File: src/rtl/sem_pkg.sv
// ----------------------------------------------------------------------------
// Sobel edge magnitude package
// Shared word types, field widths and register indexes.
// ----------------------------------------------------------------------------
`timescale 1ns / 1ps

package sem_pkg;

   // Pixel and derived widths
   localparam int PIXEL_W = 8;
   localparam int WORD_W  = 2 * PIXEL_W;  // line store word: {previous row, row before}
   localparam int GRAD_W  = 10;           // |gx|, |gy| <= 1020
   localparam int SQ_W    = 2 * GRAD_W;

   // Magnitude scaling and saturation
   localparam int MAG_SHIFT = 8;
   localparam logic [PIXEL_W-1:0] MAG_MAX = 8'd255;

   // Configuration register port
   localparam int CSR_INDEX_W  = 2;
   localparam int CSR_DATA_W   = 13;
   localparam int CSR_WIDTH_W  = 10;
   localparam int CSR_HEIGHT_W = 13;
   localparam logic [CSR_INDEX_W-1:0] CSR_IMAGE_WIDTH  = 2'd0;
   localparam logic [CSR_INDEX_W-1:0] CSR_IMAGE_HEIGHT = 2'd1;

   // Smallest legal image dimension
   localparam int DIM_MIN = 3;

   typedef logic [PIXEL_W-1:0] pixel_type;

   // Memory stage to window stage
   typedef struct packed {
      logic      done;   // memory stage item completes this cycle
      logic      res;    // item completes an interior window
      logic      last;   // final interior result of the frame
      pixel_type px;
      pixel_type top;
      pixel_type mid;
   } s1_word_type;

   // Window stage to magnitude stage
   typedef struct packed {
      logic [GRAD_W-1:0] ax;
      logic [GRAD_W-1:0] ay;
      logic              last;
   } grad_type;

endpackage

File: src/rtl/sem_window.sv
// ----------------------------------------------------------------------------
// Sobel window and gradient stage
// Holds the 3x3 window, shifts in one column per pixel and registers the
// absolute horizontal and vertical gradients.
// ----------------------------------------------------------------------------
`timescale 1ns / 1ps

module sem_window (
   input  logic                  clock,
   input  logic                  reset,
   input  sem_pkg::s1_word_type  s1,
   output logic                  win_ready,
   output logic                  grad_valid,
   output sem_pkg::grad_type     grad,
   input  logic                  grad_ready
);

   // win_ff[r*3 + c]: row r (0 top), column c (0 oldest)
   sem_pkg::pixel_type win_ff [9];
   sem_pkg::pixel_type win_in [9];

   logic              grad_valid_ff;
   logic              grad_valid_in;
   sem_pkg::grad_type grad_ff;
   sem_pkg::grad_type grad_in;

   logic [sem_pkg::GRAD_W-1:0] sum_r, sum_l, sum_b, sum_t;
   logic [sem_pkg::GRAD_W:0]   dx, dy, ndx, ndy;

   function automatic logic [sem_pkg::GRAD_W-1:0] weigh(
      input sem_pkg::pixel_type a,
      input sem_pkg::pixel_type b,
      input sem_pkg::pixel_type c
   );
      weigh = {2'b00, a} + {1'b0, b, 1'b0} + {2'b00, c};
   endfunction

   // Shifted window with the new column on the right
   always_comb begin
      for (int r = 0; r < 3; r++) begin
         win_in[r*3 + 0] = win_ff[r*3 + 1];
         win_in[r*3 + 1] = win_ff[r*3 + 2];
      end
      win_in[2] = s1.top;
      win_in[5] = s1.mid;
      win_in[8] = s1.px;
   end

   // Gradients on the new window
   always_comb begin
      sum_r = weigh(win_in[2], win_in[5], win_in[8]);
      sum_l = weigh(win_in[0], win_in[3], win_in[6]);
      sum_b = weigh(win_in[6], win_in[7], win_in[8]);
      sum_t = weigh(win_in[0], win_in[1], win_in[2]);
      dx    = {1'b0, sum_r} - {1'b0, sum_l};
      dy    = {1'b0, sum_b} - {1'b0, sum_t};
      ndx   = -dx;
      ndy   = -dy;
      grad_in.ax   = dx[sem_pkg::GRAD_W] ? ndx[sem_pkg::GRAD_W-1:0]
                                         : dx[sem_pkg::GRAD_W-1:0];
      grad_in.ay   = dy[sem_pkg::GRAD_W] ? ndy[sem_pkg::GRAD_W-1:0]
                                         : dy[sem_pkg::GRAD_W-1:0];
      grad_in.last = s1.last;
   end

   // Output word valid: loaded by an interior window, cleared when taken
   always_comb begin
      grad_valid_in = grad_valid_ff;
      if (s1.done && s1.res) begin
         grad_valid_in = 1'b1;
      end else if (grad_ready) begin
         grad_valid_in = 1'b0;
      end
   end

   always_ff @(posedge clock) begin
      if (reset) begin
         for (int i = 0; i < 9; i++) begin
            win_ff[i] <= '0;
         end
         grad_valid_ff <= 1'b0;
      end else begin
         if (s1.done) begin
            win_ff <= win_in;
         end
         grad_valid_ff <= grad_valid_in;
      end
   end

   always_ff @(posedge clock) begin
      if (s1.done && s1.res) begin
         grad_ff <= grad_in;
      end
   end

   assign win_ready  = !grad_valid_ff || grad_ready;
   assign grad_valid = grad_valid_ff;
   assign grad       = grad_ff;

endmodule

File: config.mk
export PLATFORM = sky130hd
export DESIGN_NAME = sem_window
export DESIGN_NICKNAME = d
export VERILOG_FILES = /design/src/rtl/sem_pkg.sv /design/src/rtl/sem_window.sv
export SDC_FILE = /design/constraint.sdc
export NUM_CORES = 1
export LEC_CHECK = 0
export ABC_AREA = 0
export ABC_CLOCK_PERIOD_IN_PS = 4019
export BUFFER_PORTS_ARGS = -buffer_cell sky130_fd_sc_hd__buf_2
export CAP_MARGIN = 5
export CORE_MARGIN = 2
export CORE_UTILIZATION = 50
export DETAILED_ROUTE_END_ITERATION = 10
export PLACE_DENSITY = 0.72
export SYNTH_ARGS = -nofsm -noshare
export SYNTH_HDL_FRONTEND = slang
export SYNTH_SLANG_ARGS = --single-unit
File: constraint.sdc
create_clock -name clock -period 4.02 [get_ports clock]
set_input_delay 0.402 -clock clock [delete_from_list [all_inputs] [get_ports clock]]
set_output_delay 0.402 -clock clock [all_outputs]
set_load 0.01 [all_outputs]
==> out/qor.log <==
[synthesis] portion of the post-synthesis area used by sequential elements 30.77%
[timing] count of endpoints failing hold in the final timing report 0
[cts] CTS max path bufs 2
[cts] H-tree depth 3
[global_routing] wire length of the first global-routing pass 16.31 mm
[cts] clk root buf sky130_fd_sc_hd__clkbuf_8
[pwr] Pleak 2.912 nW
[synthesis] Synth warnings 0
[floorplan] area of the die 11,310 um^2
[synthesis] Synth async-reset ratio 0%
[critical_path] Crit Path Max Fanout 3
[floorplan] number of rows in the core area 37
[timing] setup repair after global routing missed its margin yes
[drt] DRC marker count from the first detailed-route iteration 93
[cts] Num CTS Buffers 9
[timing] setup_tns 0 ns
[place] sum of net half-perimeters after detailed placement 7.425 mm
[hold_path] Hold Path Depth 1
[critical_path] CP max stage delay 0.54 ns
[final_layout] area added between synthesis and finish 17.89%
[critical_path] WP buf/inv 3
[global_routing] antenna violations before repair 0
[hold_path] Worst Hold Launch s1[24]
[pwr] Total Power 0.003882 W
[floorplan] die height 106.3 um
[timing] Setup violations, final 0
[critical_path] CP startpoint kind register
[floorplan] standard cell core area 10,230 um^2
[critical_path] family of cells with the greatest summed delay on the critical path adder cells
[drt] number of search-and-repair iterations in the first detailed-routing pass 4
[cts] Clock transition at path regs 0.08 ns
[cts] CTS tree built
[global_routing] overall fraction of global-route tracks in use 18.18%
[final_layout] number of diodes 0
[critical_path] r2r worst-path depth 13
[global_routing] vias in the first global route 3,644
[timing] Final Max Tran Viols 0
[final_layout] final core occ 60.35%
[timing] time the worst path needs with I/O delays and setup 3.891 ns
[floorplan] horizontal die dimension 106.3 um
[critical_path] Worst path slowest cell sky130_fd_sc_hd__fa_1
[drt] average detailed-routed wire length per instance 12.61 um
[synthesis] syn nets 645
[synthesis] netlist area before placement 5238 um^2
[critical_path] internal reg-to-reg setup slack 0.13 ns
[critical_path] Crit path top cell by count sky130_fd_sc_hd__fa_1
[cts] number of hold buffers added after CTS 0
[pwr] Max rail drop VDD 0.0002603 V
[place] GP Congestion 0.8125
[place] port buffer count 52
[critical_path] Worst R2R End grad[20]
[critical_path] critical path class register to register
[drt] residual antenna-violating net count after detailed routing 0
[flow_run] number of violations of the max-capacitance limit 0
[cts] Skew-Pair Late Insertion Delay 0.35 ns
[global_routing] final global-route overflow total 0
[cts] Clock Sink Count 70
[synthesis] prevailing post-synth register cell sky130_fd_sc_hd__dfxtp_1
[synthesis] average cell area after synthesis 9.938 um^2
[pwr] pwr/cell area 628.6 nW/um^2
[timing] Slew Limit Headroom 40.03%
[timing] portion of the clock cycle consumed by the worst path in the final layout 96.80%
[floorplan] boundary pin count 53
[critical_path] category of the worst setup path capture point register
[timing] skew final 0.01191 ns
[critical_path] Worst Path Arrival 3.99 ns
[final_layout] Final #Nets 726
[floorplan] effective utilization at floorplan 51.19%
[global_routing] maximum number of pins on one net before global-route repair 50
[timing] Fmax achieved 0.2570 GHz
[hold_path] Hold Path Class input pin to register
[final_layout] share of post-route cells with drive strength above 1 22.51%
[drt] drt drc 0
[timing] pin slew with the least headroom to its limit 0.8995 ns
[critical_path] critical register-to-register path startpoint win_ff[10]
[synthesis] synthesized flop and latch total 70
[synthesis] gate count of the mapped netlist 527
[status] status complete, no violations
[critical_path] cell-by-cell trace of the critical path inv_1, fa_1, fa_1, inv_1, fa_1, buf_4, fa_1, nand2b_1, a21oi_2, nor2_1, nor3_4, a41oi_2, xnor2_1
[critical_path] Crit path required time 4.12 ns
[drt] vias after detailed routing 3,545
[synthesis] number of unique standard cell types used by synthesis 40
[drt] sum of routed wire length over all layers 9.443 mm
[synthesis] EDFF count, synth 21
[hold_path] terminating pin of the worst hold path grad[0]
[drt] vias per cell 4.733
==> power by group <==
part	internal [W]	leakage, nW	switching (W)
Combinational	0.00119	2.23	0.00124
Clock	0.000220	0.0845	0.000269
Sequential	0.000928	0.602	0.0000322
==> per-layer routing <==
layer / track usage [%] / wire, um / up-vias
met2: 32.23 / 4943 / 47
met4: 5.357 / 110 / 0
met5: 0 / 0 / -
li1: - / - / 1780
met1: 22.27 / 4104 / 1710
met3: 3.801 / 285 / 8
==> cells by family (layout without fill, tap and decap cells) <==
| logic type | count (synthesis) | after routing | synth area share, % |
|---|---|---|---|
| buf+inv | 149 | 235 | 10.75 |
| simple gates | 96 | 96 | 8.194 |
| fa+ha+maj | 88 | 88 | 29.91 |
| flops | 70 | 70 | 30.77 |
| compound gates | 50 | 50 | 6.761 |
| mux | 50 | 50 | 9.603 |
| xor+xnor | 24 | 24 | 4.013 |
==> Yosys cell counts, drive strengths merged, types with 4 or more instances <==
cell type | count | share of area, %
ha | 26 | 6.2
o21ai | 11 | 1.1
xnor2 | 11 | 1.8
mux2i | 48 | 9.2
xor2 | 13 | 2.2
nor2b | 5 | 0.64
fa | 62 | 24
nor3 | 4 | 0.57
nand2 | 6 | 0.43
inv | 137 | 9.8
nand2b | 7 | 0.84
clkbuf | 9 | 0.64
a31oi | 4 | 0.48
nor2 | 67 | 4.8
dfxtp | 49 | 19
a21oi | 16 | 1.6
edfxtp | 21 | 12
==> worst max-delay path by stage <==
stage                           to  depth (start not counted)       start
after global routing      grad[10]                         15   win_ff[5]
after CTS                 grad[20]                         14  win_ff[10]
final                     grad[20]                         13  win_ff[10]
after floorplan           grad[10]                         14      s1[10]
after detailed placement   grad[4]                         15      s1[10]
after global placement     grad[2]                         14      s1[10]
==> metrics by stage <==
step	hold slack [ns]	instances	setup WS (ns)	cell area, um^2
4_1_cts	0.2039	745	0.01955	5973
5_1_grt	0.2090	749	-0.04459	6175
6_report	0.2211	749	0.1287	6175
2_1_floorplan	0.4601	527	0.1865	5238
3_3_place_gp	0.4724	729	-0.05334	5814
3_5_place_dp	0.4796	729	-0.1207	5814
==> cells in the final DEF (no fill, tap or decap), types with 3 or more instances in the layout <==
cell type and n:
sky130_fd_sc_hd__a21oi_1 11, sky130_fd_sc_hd__a21oi_2 5, sky130_fd_sc_hd__and3_1 3, sky130_fd_sc_hd__buf_2 52, sky130_fd_sc_hd__buf_4 30, sky130_fd_sc_hd__clkbuf_8 9, sky130_fd_sc_hd__clkinv_2 3, sky130_fd_sc_hd__dfxtp_1 39
sky130_fd_sc_hd__dfxtp_2 10, sky130_fd_sc_hd__edfxtp_1 21, sky130_fd_sc_hd__fa_1 61, sky130_fd_sc_hd__ha_1 21, sky130_fd_sc_hd__ha_4 5, sky130_fd_sc_hd__inv_1 135, sky130_fd_sc_hd__mux2i_1 48, sky130_fd_sc_hd__nand2_1 6
sky130_fd_sc_hd__nand2b_1 7, sky130_fd_sc_hd__nor2_1 67, sky130_fd_sc_hd__nor2b_1 3, sky130_fd_sc_hd__o21ai_0 6, sky130_fd_sc_hd__o21ai_1 4, sky130_fd_sc_hd__o31a_1 3, sky130_fd_sc_hd__xnor2_1 10, sky130_fd_sc_hd__xor2_1 11
==> state kept, by name, summed over array words and instances (netlist names) <==
register	cells
grad	21
grad_valid	1
win_ff	48
==> area by class of cell <==
type                       instances  area, um^2
tap                              136       170.2
clock buffer                      11       131.4
timing repair buffer              82       485.5
multi-input combinational        308        3222
fill                             838        4056
sequential                        70        1624
inverter                         137       514.2
clock inverter                     5       27.53
==> what timing repair did <==
| item | CTS | global route |
|---|---|---|
| buffers inserted | 0 | 4 |
| gates resized for setup | 0 | 36 |
| setup endpoints to repair | 0 | 18 |
Power figures use the tool's default switching activity.
