`src/rtl/sem_pkg.sv`:
```
// ----------------------------------------------------------------------------
// Sobel edge magnitude package
// Shared word types, field widths and register indexes.
// ----------------------------------------------------------------------------
`timescale 1ns / 1ps

package sem_pkg;

   // Pixel and derived widths
   localparam int PIXEL_W = 8;
   localparam int WORD_W  = 2 * PIXEL_W;  // line store word: {previous row, row before}
   localparam int GRAD_W  = 10;           // |gx|, |gy| <= 1020
   localparam int SQ_W    = 2 * GRAD_W;

   // Magnitude scaling and saturation
   localparam int MAG_SHIFT = 8;
   localparam logic [PIXEL_W-1:0] MAG_MAX = 8'd255;

   // Configuration register port
   localparam int CSR_INDEX_W  = 2;
   localparam int CSR_DATA_W   = 13;
   localparam int CSR_WIDTH_W  = 10;
   localparam int CSR_HEIGHT_W = 13;
   localparam logic [CSR_INDEX_W-1:0] CSR_IMAGE_WIDTH  = 2'd0;
   localparam logic [CSR_INDEX_W-1:0] CSR_IMAGE_HEIGHT = 2'd1;

   // Smallest legal image dimension
   localparam int DIM_MIN = 3;

   typedef logic [PIXEL_W-1:0] pixel_type;

   // Memory stage to window stage
   typedef struct packed {
      logic      done;   // memory stage item completes this cycle
      logic      res;    // item completes an interior window
      logic      last;   // final interior result of the frame
      pixel_type px;
      pixel_type top;
      pixel_type mid;
   } s1_word_type;

   // Window stage to magnitude stage
   typedef struct packed {
      logic [GRAD_W-1:0] ax;
      logic [GRAD_W-1:0] ay;
      logic              last;
   } grad_type;

endpackage

```
`src/rtl/sem_magnitude.sv`:
```
// ----------------------------------------------------------------------------
// Sobel magnitude stage
// Squares the gradients, sums, scales by 1/256 and saturates into the
// result register.
// ----------------------------------------------------------------------------
`timescale 1ns / 1ps

module sem_magnitude (
   input  logic                        clock,
   input  logic                        reset,
   input  logic                        grad_valid,
   input  sem_pkg::grad_type           grad,
   output logic                        grad_ready,
   output logic                        rsp_valid,
   input  logic                        rsp_ready,
   output logic [sem_pkg::PIXEL_W-1:0] rsp_edge_res,
   output logic                        rsp_frame_last
);

   logic                      sq_valid_ff, sq_valid_in;
   logic [sem_pkg::SQ_W-1:0]  sqx_ff, sqy_ff;
   logic                      sq_last_ff;
   logic                      out_free;
   logic                      grad_take;
   logic                      sq_take;

   logic [sem_pkg::SQ_W:0]                    sum;
   logic [sem_pkg::SQ_W-sem_pkg::MAG_SHIFT:0] scaled;
   logic [sem_pkg::PIXEL_W-1:0]               mag;

   logic                        rsp_valid_ff, rsp_valid_in;
   logic [sem_pkg::PIXEL_W-1:0] rsp_edge_res_ff;
   logic                        rsp_frame_last_ff;

   assign out_free   = !rsp_valid_ff || rsp_ready;
   assign grad_ready = !sq_valid_ff || out_free;
   assign grad_take  = grad_valid && grad_ready;
   assign sq_take    = sq_valid_ff && out_free;

   // Squares stage
   always_comb begin
      sq_valid_in = sq_valid_ff;
      if (grad_take) begin
         sq_valid_in = 1'b1;
      end else if (sq_take) begin
         sq_valid_in = 1'b0;
      end
   end

   always_ff @(posedge clock) begin
      if (grad_take) begin
         sqx_ff     <= grad.ax * grad.ax;
         sqy_ff     <= grad.ay * grad.ay;
         sq_last_ff <= grad.last;
      end
   end

   // Sum, scale and saturate
   always_comb begin
      sum    = {1'b0, sqx_ff} + {1'b0, sqy_ff};
      scaled = sum[sem_pkg::SQ_W:sem_pkg::MAG_SHIFT];
      if (|scaled[sem_pkg::SQ_W-sem_pkg::MAG_SHIFT:sem_pkg::PIXEL_W]) begin
         mag = sem_pkg::MAG_MAX;
      end else begin
         mag = scaled[sem_pkg::PIXEL_W-1:0];
      end
   end

   // Result register
   always_comb begin
      rsp_valid_in = rsp_valid_ff;
      if (sq_take) begin
         rsp_valid_in = 1'b1;
      end else if (rsp_ready) begin
         rsp_valid_in = 1'b0;
      end
   end

   always_ff @(posedge clock) begin
      if (sq_take) begin
         rsp_edge_res_ff   <= mag;
         rsp_frame_last_ff <= sq_last_ff;
      end
   end

   always_ff @(posedge clock) begin
      if (reset) begin
         sq_valid_ff  <= 1'b0;
         rsp_valid_ff <= 1'b0;
      end else begin
         sq_valid_ff  <= sq_valid_in;
         rsp_valid_ff <= rsp_valid_in;
      end
   end

   assign rsp_valid      = rsp_valid_ff;
   assign rsp_edge_res   = rsp_edge_res_ff;
   assign rsp_frame_last = rsp_frame_last_ff;

endmodule

```
`config.mk`:
```
export PLATFORM = sky130hd
export DESIGN_NAME = sem_magnitude
export DESIGN_NICKNAME = d
export VERILOG_FILES = /design/src/rtl/sem_pkg.sv /design/src/rtl/sem_magnitude.sv
export SDC_FILE = /design/constraint.sdc
export NUM_CORES = 1
export LEC_CHECK = 0
export BUFFER_PORTS_ARGS = -buffer_cell sky130_fd_sc_hd__buf_4
export CAP_MARGIN = 0
export CORE_MARGIN = 1
export CORE_UTILIZATION = 55
export CTS_BUF_LIST = sky130_fd_sc_hd__clkbuf_2 sky130_fd_sc_hd__clkbuf_4 sky130_fd_sc_hd__clkbuf_8
export CTS_CLUSTER_SIZE = 8
export DETAILED_ROUTE_END_ITERATION = 10
export PLACE_DENSITY_LB_ADDON = 0.08
export SLEW_MARGIN = 10
export SYNTH_ARGS = -nofsm -noshare
export SYNTH_HDL_FRONTEND = slang
export SYNTH_SLANG_ARGS = --single-unit
```
`constraint.sdc`:
```
create_clock -name clock -period 7.71 [get_ports clock]
set_input_delay 1.1565 -clock clock [delete_from_list [all_inputs] [get_ports clock]]
set_output_delay 1.1565 -clock clock [all_outputs]
set_load 0.01 [all_outputs]
```
==> qor.yml, run 1 <==
outcome:
  status: "finished, final reports clean"
job:
  maxCapViolations: 0
global_route:
  antenna_found_initial: 0
  grt_pass1_wl_um: 25200
  grt_pass1_vias: 5654
  grtUsageTotal_pct: 21.5
  grt_max_degree: 38
  grt_overflow: 0
pwr:
  power.switching_uw: 1280
  finalPower_uw: 2760
  p_int_uw: 1480
  seq_power_share_pct: 17.8
  power_leakage_uw: 0.00407
  vdd_ir_drop_max_uv: 159
  clkPwrFrac_pct: 5.8
  powerDensity_nw_per_um2: 339
  combPwrFrac_pct: 76.4
  swShare_pct: 46.3
die:
  die_h_um: 120
  dieArea_um2: 14300
  io_pins: 36
  floorplan.initialDensity_pct: 56.8
  core_um2: 13400
  rows: 42
  chipWidth_um: 120
synth:
  yosysWarnings: 0
  synth_top_cell_by_area: "fa_1"
  yosys.cell_count.top_type: "inv_1"
  seq_area_frac_synth_pct: 18.7
  yosys_register_bits: 48
  synth_area_leaders: "fa_1, ha_1, edfxtp_1"
  synth_cell_type_count: 54
  syn_area_um2: 7620
  syn_nets: 1009
  synthCells: 779
  synth_ff_type: "edfxtp_1"
  synth_top_area_share_pct: 24.7
  synth_area_per_cell_um2: 9.78
  yosys-top-cells-count: "inv_1, ha_1, fa_1"
  synth_edf_count: 46
  synthArstFlopShare_pct: 0
finish:
  diodes: 0
  drive_above_1_share_pct: 6.82
  nets: 1036
  area_growth_pct: 6.95
clock_network:
  postCtsHoldBufs: 0
  postCtsSetupBuffers: 0
  cts_tree: "built"
  cts_buffer_depth: 2
  cts_sinks: 48
  clkLatencyLatePin_ns: 0.31
  cts_resized: 0
  root_buffer: "clkbuf_8"
  htree_levels: 2
  cts_buffers: 5
  clk_pin_slew_worst_paths_ns: 0.09
place:
  dp_hpwl_um: 11800
  gp_congestion: 0.881
  port_buffers: 35
critical_path:
  reg2reg_slack_ns: 5.12
  max_stage_delay_ns: 0.53
  setup.worst_path.end_class: "flop"
  path_class: "input port to flop"
  timing.rr.start: "sqx_ff[13]$_DFFE_PP_"
  worstPathArrival_ns: 5.74
  cp_max_fo: 10
  worst_path_max_delay_cell: "fa_1"
  cp-startpoint: "grad[6]"
  critPathTopFamily: "adder cells"
  start_kind: "input port"
  critical_path_buf_inv_count: 5
  worst_r2r_path_depth: 7
  path_cells: "buf_4 -> and2_1 -> fa_1 -> fa_1 -> inv_1 -> fa_1 -> inv_1 -> fa_1 -> inv_1 -> fa_1 -> inv_1 -> ha_1 -> o211ai_1 -> a31oi_1 -> o211ai_2 -> a21boi_1 -> nor4_1 -> a311o_1"
  reg2reg_to: "rsp_edge_res[3]$_SDFFCE_PP1P_"
  crit_top_cell: "fa_1"
  critical_path_required_ns: 7.77
sta:
  slew-limit-headroom_pct: 40.7
  period_needed_ns: 5.68
  skew_ns: 0.0179
  slew_violations: 0
  fin_setup_tns_ns: 0
  finalHoldViolCount: 0
  rsz0062_at_grt: "no"
  tightest_slew_ns: 0.888
  max_freq_mhz: 176
  setup_violations: 0
  min_period_over_period_pct: 73.7
worst_hold_path:
  hold_path_depth: 0
  hold_end: "rsp_frame_last$_DFFE_PP_"
  holdCritStartpoint: "sq_last_ff$_DFFE_PP_"
  hold_path.class: "flop to flop"
route:
  wl_um: 13900
  avgRoutedWirePerCell_um: 14.2
  drc_errors: 0
  drtIter0Drc: 246
  vias: 5414
  antenna_left: 0
  first_pass_iters: 5
  vias_per_cell: 5.51
## power by group through the flow
stage / clock [uW] / sequential, uW / combinational (uW)
floorplan: 0 / 485 / 1720
global placement: 0 / 499 / 2050
detailed placement: 0 / 499 / 2100
CTS: 165 / 493 / 2120
global route: 174 / 498 / 2420
finish: 161 / 491 / 2110
## cells by family after synthesis
kind of cell	count (synthesis)	synth area share (%)
adder cells (fa/ha/maj)	205	42.9
AND/OR/NAND/NOR	188	12.8
buffers and inverters	160	7.88
AO/OA/AOI/OAI	125	11.3
XOR/XNOR	48	5.52
flip-flops	48	18.7
multiplexers	5	0.854
## worst max path at each step
stage                            to  slack (ns)  cells after the start
3_3_place_gp   sqy_ff[18]$_DFFE_PP_        1.83                     18
6_report       sqy_ff[19]$_DFFE_PP_        2.03                     18
3_5_place_dp   sqy_ff[19]$_DFFE_PP_        1.71                     18
5_1_grt        sqy_ff[19]$_DFFE_PP_        1.76                     18
4_1_cts        sqy_ff[19]$_DFFE_PP_        2.04                     18
2_1_floorplan  sqy_ff[18]$_DFFE_PP_        1.98                     18
## final cells by class
| class | instances | area [um2] |
|---|---|---|
| Sequential cell | 48 | 1420 |
| Clock inverter | 1 | 8.76 |
| Fill cell | 1150 | 5250 |
| Multi-Input combinational cell | 571 | 5600 |
| Clock buffer | 7 | 90.1 |
| Tap cell | 176 | 220 |
| Timing Repair Buffer | 36 | 270 |
| Inverter | 144 | 541 |
## sequential cells by signal, summed over array words and instances (netlist names)
name	cells
rsp_edge_res	8
sqy_ff	18
sq_last_ff	1
rsp_frame_last	1
sqx_ff	18
sq_valid_ff	1
rsp_valid	1
## through the flow
| stage | cells | util (%) | hold WS (ns) | area, um2 | setup slack (ns) |
|---|---|---|---|---|---|
| after floorplan | 779 | - | 0.400 | 7620 | 1.98 |
| final | 983 | 60.8 | 0.452 | 8150 | 2.03 |
| after detailed placement | 975 | 60.1 | 0.414 | 8050 | 1.71 |
| after global placement | 975 | 60.1 | 0.420 | 8050 | 1.83 |
| after global routing | 983 | 60.8 | 0.471 | 8150 | 1.76 |
| after CTS | 983 | 60.8 | 0.455 | 8150 | 2.04 |
## per-layer routing
| metal | up-vias | share of wire, % | GRT usage, % |
|---|---|---|---|
| met4 | 0 | 0.27 | 2.34 |
| li1 | 2629 | - | - |
| met1 | 2694 | 46 | 29.8 |
| met5 | - | 0 | 0 |
| met2 | 85 | 50 | 37.4 |
| met3 | 6 | 3.2 | 2.47 |
## cells in the final DEF, fill, tap and decap left out, types with 6 or more instances in the layout
cell      instances
clkbuf_8          6
nor2_1           26
o211ai_1         13
inv_1           144
nor2b_1          10
a21o_1           18
ha_1            111
and2_1           55
nand4_1           6
nand3_1           8
and3_1            7
fa_1             94
edfxtp_1         46
a21oi_1          34
buf_4            36
nand2_1          56
xor2_1           12
xnor2_1          36
o21a_1            9
o21ai_0          14
Note: power is estimated with default switching activity, not from simulation.
==> run 2, diff against run 1 <==
==> constraint.sdc (replaced) <==
create_clock -name clock -period 4.75 [get_ports clock]
set_input_delay 0.7125 -clock clock [delete_from_list [all_inputs] [get_ports clock]]
set_output_delay 0.7125 -clock clock [all_outputs]
set_load 0.01 [all_outputs]
==> run 2 against run 1 <==
  * The flow now finishes with violations (setup timing)
  * Sequential share of layout area is 2.0 points lower
  * Total power up 97%
  * Count of clock-buffer cells in the layout is the same
  * Clock power is 59% higher
  * Utilization rose by 8.0 points
  * Flip-flop and latch count is the same
  * Sequential power up 63%
  * Combinational power increased by 110%
  * Non-clock buffer count rose by 103
  * Critical path type unchanged
  * Largest power group unchanged
==> qor.yml, run 2 (synthesized netlist as in run 1, its figures left out) <==
global_route:
  grt_util_met3_pct: 2.38  # -0.095 points
  antenna_found_initial: 0  # unchanged
  grtUsageTotal_pct: 22.8  # +1.3 points
  grt_pass1_wl_um: 26900  # +7.0%
  grt_pass1_vias: 6106  # +8.0%
  top_usage_layer: "met2"
  met2_usage_pct: 39.7  # +2.4 points
  grt_util_met1_pct: 31.6  # +1.8 points
  grt_max_degree: 38  # unchanged
  grt_overflow: 0  # unchanged
critical_path:
  path_cells: "buf_4 -> and2_4 -> fa_1 -> fa_1 -> inv_1 -> fa_1 -> inv_2 -> fa_2 -> inv_2 -> fa_1 -> inv_2 -> ha_4 -> o211ai_1 -> a31oi_1 -> o211ai_2 -> a21boi_2 -> nor4_1 -> a311o_1"
  setup.worst_path.end_class: "flop"
  cp_max_fo: 6  # -4
  critical_path_buf_inv_count: 5  # unchanged
  reg2reg_to: "rsp_edge_res[6]$_SDFFCE_PP1P_"
  crit_top_cell: "fa_1"
  critPathTopFamily: "adder cells"
  timing.rr.start: "sqx_ff[13]$_DFFE_PP_"
  critical_path_required_ns: 4.81  # -2.96 ns
  worst_path_max_delay_cell: "fa_2"
  max_stage_delay_ns: 0.53  # about the same
  worstPathArrival_ns: 4.96  # -0.78 ns
  start_kind: "input port"
  reg2reg_slack_ns: 2.22  # -2.90 ns
  worst_r2r_path_depth: 7  # unchanged
  path_class: "input port to flop"
pwr:
  power_leakage_uw: 0.00461  # +13%
  p_int_uw: 3090  # +110%
  powerDensity_nw_per_um2: 590  # +74%
  clkPwrFrac_pct: 4.7  # -1.1 points
  vdd_ir_drop_max_uv: 367  # +130%
  combPwrFrac_pct: 80.6  # +4.2 points
  power.switching_uw: 2340  # +83%
  swShare_pct: 43.1  # -3.2 points
  seq_power_share_pct: 14.7  # -3.1 points
  finalPower_uw: 5440  # +97%
die:
  die_h_um: 120  # unchanged
  floorplan.initialDensity_pct: 56.8  # unchanged
  dieArea_um2: 14300  # unchanged
  io_pins: 36  # unchanged
  chipWidth_um: 120  # unchanged
  rows: 42  # unchanged
  core_um2: 13400  # unchanged
finish:
  area_growth_pct: 21.0
  nets: 1139  # +9.9%
  diodes: 0  # unchanged
  fillers: 1087  # -5.5%
  final_common_cell: "inv_1"
  drive_above_1_share_pct: 23.6  # +17 points
  final_cell_mix: "inv_1, buf_4, ha_1, fa_1"
sta:
  setup_violations: 6  # +6
  rsz0062_at_grt: "yes"
  fin_setup_tns_ns: -0.422  # -0.422 ns
  slew-limit-headroom_pct: 42.6  # +1.9 points
  finalHoldViolCount: 0  # unchanged
  setup_slack_ns: -0.156  # -2.19 ns
  slew_violations: 0  # unchanged
  min_period_over_period_pct: 103
  period_needed_ns: 4.91
  timing.hold.ws_ns: 0.454  # +0.00144 ns
  max_freq_mhz: 204
  tightest_slew_ns: 0.859  # -0.0291 ns
  skew_ns: 0.00631  # -0.0116 ns
route:
  first_pass_iters: 4  # -1
  vias_per_cell: 5.30  # -3.7%
  avgRoutedWirePerCell_um: 13.7  # -3.2%
  drc_errors: 0  # unchanged
  vias: 5761  # +6.4%
  wl_um: 14900  # +7.0%
  drtIter0Drc: 262  # +6.5%
  antenna_left: 0  # unchanged
worst_hold_path:
  hold_path.class: "flop to flop"
  holdCritStartpoint: "sq_last_ff$_DFFE_PP_"
  hold_end: "rsp_frame_last$_DFFE_PP_"
  hold_path_depth: 0  # unchanged
clock_network:
  htree_levels: 2  # unchanged
  cts_tree: "built"
  postCtsHoldBufs: 0  # unchanged
  clk_pin_slew_worst_paths_ns: 0.09  # about the same
  cts_buffer_depth: 2  # unchanged
  cts_buffers: 5  # unchanged
  root_buffer: "clkbuf_8"
  clkLatencyLatePin_ns: 0.30  # about the same
  cts_sinks: 48  # unchanged
place:
  port_buffers: 35  # unchanged
  dp_hpwl_um: 12900  # +8.9%
  gp_congestion: 0.845  # -4.1%
outcome:
  failed_checks: "setup timing"
  status: "finished, violations left"
job:
  maxCapViolations: 0  # unchanged
run 2: cell count changes in the layout (fill, tap and decap cells not counted), moves of 6 or more:
cell / before / now
and2_1: 55 / 48
a21oi_1: 34 / 27
buf_6: 0 / 8
nand2_1: 56 / 48
ha_4: 0 / 8
ha_1: 111 / 103
buf_4: 36 / 130
inv_1: 144 / 138
inv_2: 0 / 6
a21oi_2: 1 / 8
nand2_2: 0 / 7
and2_4: 0 / 7
run 2: worst reg2reg max path, cell delays in order (launching register included):
cell	delay, ns
edfxtp_1	0.41
ha_1	0.43
and4_1	0.28
and4_1	0.20
nand3_1	0.13
and3_1	0.20
nor3_2	0.42
o211ai_1	0.20
run 2: what timing repair did:
action | CTS | global route
gates resized for setup | 15 | 34
pin swaps | 9 | 28
buffers inserted | 0 | 4
endpoints found under the setup margin | 7 | 12
run 2: cell type report:
cell class	count	area, um2	area share, %
Multi-Input combinational cell	571	5860	63.5
Sequential cell	48	1420	15.4
Timing Repair Buffer	139	1080	11.7
Inverter	144	541	5.86
Tap cell	176	220	2.39
Clock buffer	7	90.1	0.977
Clock inverter	1	7.51	0.0814
run 2: worst max path at each step:
stage | from | end | slack (ns) | cells after the start
floorplan | grad[3] | sqy_ff[18]$_DFFE_PP_ | -0.29 | 18
global placement | grad[3] | sqy_ff[18]$_DFFE_PP_ | -0.40 | 18
detailed placement | grad[3] | sqy_ff[19]$_DFFE_PP_ | -0.50 | 18
CTS | grad[3] | sqy_ff[19]$_DFFE_PP_ | -0.13 | 18
global route | grad[3] | sqy_ff[18]$_DFFE_PP_ | -0.32 | 18
finish | grad[8] | sqy_ff[19]$_DFFE_PP_ | -0.16 | 18
run 2: metrics by stage:
stage,instance area [um2],worst slack [ns],instances,utilization (%)
floorplan,7810,-0.294,779,-
global placement,8920,-0.396,1075,66.6
detailed placement,8920,-0.501,1075,66.6
CTS,9070,-0.134,1083,67.7
global route,9220,-0.319,1086,68.8
finish,9220,-0.156,1086,68.8
run 2: metal layers:
| layer | share of wire [%] | vias up |
|---|---|---|
| li1 | - | 2843 |
| met1 | 46 | 2826 |
| met2 | 50 | 81 |
| met3 | 3.2 | 11 |
| met4 | 0.44 | 0 |
| met5 | 0 | - |
run 2: power groups by stage:
stage	combinational, uW	sequential, uW	clock, uW
floorplan	2980	788	0
global placement	4010	810	0
detailed placement	4120	812	0
CTS	4220	802	261
global route	4940	811	279
finish	4380	800	256
==> run 3, diff against run 2 <==
--- a/config.mk
+++ b/config.mk
@@ -9,10 +9,11 @@
 export CAP_MARGIN = 0
 export CORE_MARGIN = 1
 export CORE_UTILIZATION = 55
-export CTS_BUF_LIST = sky130_fd_sc_hd__clkbuf_2 sky130_fd_sc_hd__clkbuf_4 sky130_fd_sc_hd__clkbuf_8
+export CTS_BUF_LIST = sky130_fd_sc_hd__clkbuf_2
 export CTS_CLUSTER_SIZE = 8
 export DETAILED_ROUTE_END_ITERATION = 10
 export PLACE_DENSITY_LB_ADDON = 0.08
+export REMOVE_ABC_BUFFERS = 1
 export SLEW_MARGIN = 10
 export SYNTH_ARGS = -nofsm -noshare
 export SYNTH_HDL_FRONTEND = slang
==> run 3 against run 2 <==
  * The run still ends with setup timing left
  * Utilization shrank 0.64 points
  * Hold slack got worse by 0.049 ns
  * Sequential share of layout area increased by 0.15 points
  * Worst setup slack better by 0.090 ns
  * Critical path depth grew 1
  * Global-route usage is 0.47 points lower
  * Critical endpoint is now sqy_ff[18]$_DFFE_PP_
  * Highest routed layer unchanged
==> qor.yml, run 3 (synthesized netlist as in run 1, its figures left out) <==
outcome:
  status: "finished, violations left"
  failed_checks: "setup timing"
place:
  gp_congestion: 0.889  # +5.3%
  dp_hpwl_um: 12500  # -2.8%
  port_buffers: 35  # unchanged
  dpl.cell_count: 1080  # +0.47%
pwr:
  vdd_ir_drop_max_uv: 320  # -13%
  powerDensity_nw_per_um2: 591  # +0.26%
  finalPower_uw: 5400  # -0.67%
  power_leakage_uw: 0.00463  # +0.37%
global_route:
  antenna_found_initial: 0  # unchanged
  grt_pass1_vias: 6050  # -0.92%
  grtUsageTotal_pct: 22.3  # -0.47 points
  grt_max_degree: 38  # unchanged
  grt_pass1_wl_um: 26500  # -1.6%
  grt_overflow: 0  # unchanged
worst_hold_path:
  hold_path_depth: 2  # +2
  hold_path.class: "input port to flop"
  hold_end: "sq_valid_ff$_SDFFE_PP0P_"
  holdCritStartpoint: "reset"
sta:
  setup_violations: 2  # -4
  period_needed_ns: 4.82  # -0.0896 ns
  tightest_slew_ns: 0.863  # +0.00419 ns
  skew_ns: 0.0261  # +0.0198 ns
  timing.hold.ws_ns: 0.405  # -0.0493 ns
  slew-limit-headroom_pct: 42.4  # -0.28 points
  setup_slack_ns: -0.0669  # +0.0896 ns
  max_freq_mhz: 208  # +1.9%
  slew_violations: 0  # unchanged
  rsz0062_at_grt: "yes"
  finalHoldViolCount: 0  # unchanged
  min_period_over_period_pct: 101  # -1.9 points
  fin_setup_tns_ns: -0.0928  # +0.330 ns
die:
  die_h_um: 120  # unchanged
  core_um2: 13400  # unchanged
  rows: 42  # unchanged
  floorplan.initialDensity_pct: 56.8  # unchanged
  chipWidth_um: 120  # unchanged
  dieArea_um2: 14300  # unchanged
  io_pins: 36  # unchanged
finish:
  drive_above_1_share_pct: 21.3  # -2.3 points
  nets: 1149  # +0.88%
  fin_cells: 1096  # +0.92%
  diodes: 0  # unchanged
  final_cell_mix: "buf_4, inv_1, ha_1, fa_1, nand2_1"
  area_growth_pct: 19.9
  final_common_cell: "buf_4"
critical_path:
  reg2reg_slack_ns: 2.24  # +0.02 ns
  worstPathArrival_ns: 5.04  # +0.08 ns
  path_class: "input port to flop"
  crit_top_cell: "fa_1"
  start_kind: "input port"
  path_cells: "buf_4 -> and2_1 -> buf_4 -> fa_1 -> ha_1 -> inv_1 -> fa_1 -> inv_2 -> fa_1 -> inv_1 -> fa_1 -> inv_2 -> ha_4 -> o21ai_0 -> a21oi_1 -> o211ai_2 -> a21o_1 -> and3_1 -> a311o_1"
  timing.rr.start: "sqx_ff[13]$_DFFE_PP_"
  worst_r2r_path_depth: 7  # unchanged
  worst_path_max_delay_cell: "fa_1"
  max_stage_delay_ns: 0.56  # +0.03 ns
  cp_max_fo: 3  # -3
  setup.worst_path.end_class: "flop"
  critical_path_required_ns: 4.98  # +0.17 ns
  reg2reg_to: "rsp_edge_res[7]$_SDFFCE_PP1P_"
route:
  drtIter0Drc: 261  # -0.38%
  first_pass_iters: 4  # unchanged
  vias: 5693  # -1.2%
  antenna_left: 0  # unchanged
  wl_um: 14800  # -0.93%
  drc_errors: 0  # unchanged
  vias_per_cell: 5.19  # -2.1%
  avgRoutedWirePerCell_um: 13.5  # -1.8%
clock_network:
  postCtsHoldBufs: 0  # unchanged
  cts_tree: "built"
  root_buffer: "clkbuf_2"
  htree_levels: 2  # unchanged
  cts_buffer_depth: 2  # unchanged
  cts_sinks: 48  # unchanged
  cts_buffers: 5  # unchanged
  clkLatencyLatePin_ns: 0.43  # +0.13 ns
  clk_pin_slew_worst_paths_ns: 0.26  # +0.17 ns
job:
  maxCapViolations: 0  # unchanged
[run 3: changes by cell type in the layout (fill, tap and decap cells not counted), sizes merged]
| cell | before | now |
|---|---|---|
| buf | 139 | 149 |
| clkbuf | 7 | 5 |
| inv | 144 | 145 |
| bufinv | 0 | 1 |
[run 3: power breakdown]
group	leakage, uW	switching, uW	internal, uW
clock	0.0000396	136	90.6
combinational	0.00415	2140	2230
sequential	0.000442	54.3	747
[run 3: what timing repair did]
| action | in CTS | in global routing |
|---|---|---|
| buffers inserted | 9 | 2 |
| cloned | 0 | 0 |
| resized for setup | 19 | 20 |
| pin swaps | 23 | 25 |
| setup endpoints to repair | 8 | 9 |
[run 3: through the flow]
step / area (um2) / utilization [%] / worst slack, ns
finish: 9130 / 68.2 / -0.0669
global route: 9130 / 68.2 / -0.251
CTS: 9050 / 67.6 / 0.00255
detailed placement: 8840 / 65.9 / -0.748
global placement: 8840 / 65.9 / -0.572
floorplan: 7560 / - / -0.350
[run 3: routing by layer]
| layer | vias to the layer above | GRT usage [%] | wire, um |
|---|---|---|---|
| li1 | 2863 | - | - |
| met1 | 2748 | 30.6 | 6950 |
| met2 | 73 | 39.8 | 7320 |
| met3 | 9 | 1.81 | 390 |
| met4 | 0 | 2.66 | 110 |
| met5 | - | 0 | 0 |
[run 3: cell type report]
class | count | area, um2
clock inverter | 3 | 46.3
multi-input combinational | 571 | 5740
timing repair buffer | 149 | 1140
inverter | 144 | 541
tap | 176 | 220
clock buffer | 5 | 25.0
fill | 1054 | 4270
sequential | 48 | 1420
[run 3: worst max path at each step]
stage	startpoint	endpoint	cells after the start
after floorplan	grad[6]	sqy_ff[18]$_DFFE_PP_	17
after global placement	grad[5]	sqy_ff[19]$_DFFE_PP_	18
after detailed placement	grad[7]	sqy_ff[17]$_DFFE_PP_	16
after CTS	grad[8]	sqy_ff[18]$_DFFE_PP_	18
after global routing	grad[6]	sqy_ff[18]$_DFFE_PP_	19
final	grad[6]	sqy_ff[18]$_DFFE_PP_	19
[run 3: critical path: cells and delay by family]
family | cells | cell delay (ns)
compound gates | 5 | 0.99
fa+ha+maj | 6 | 2.58
simple gates | 2 | 0.31
buf+inv | 6 | 0.46
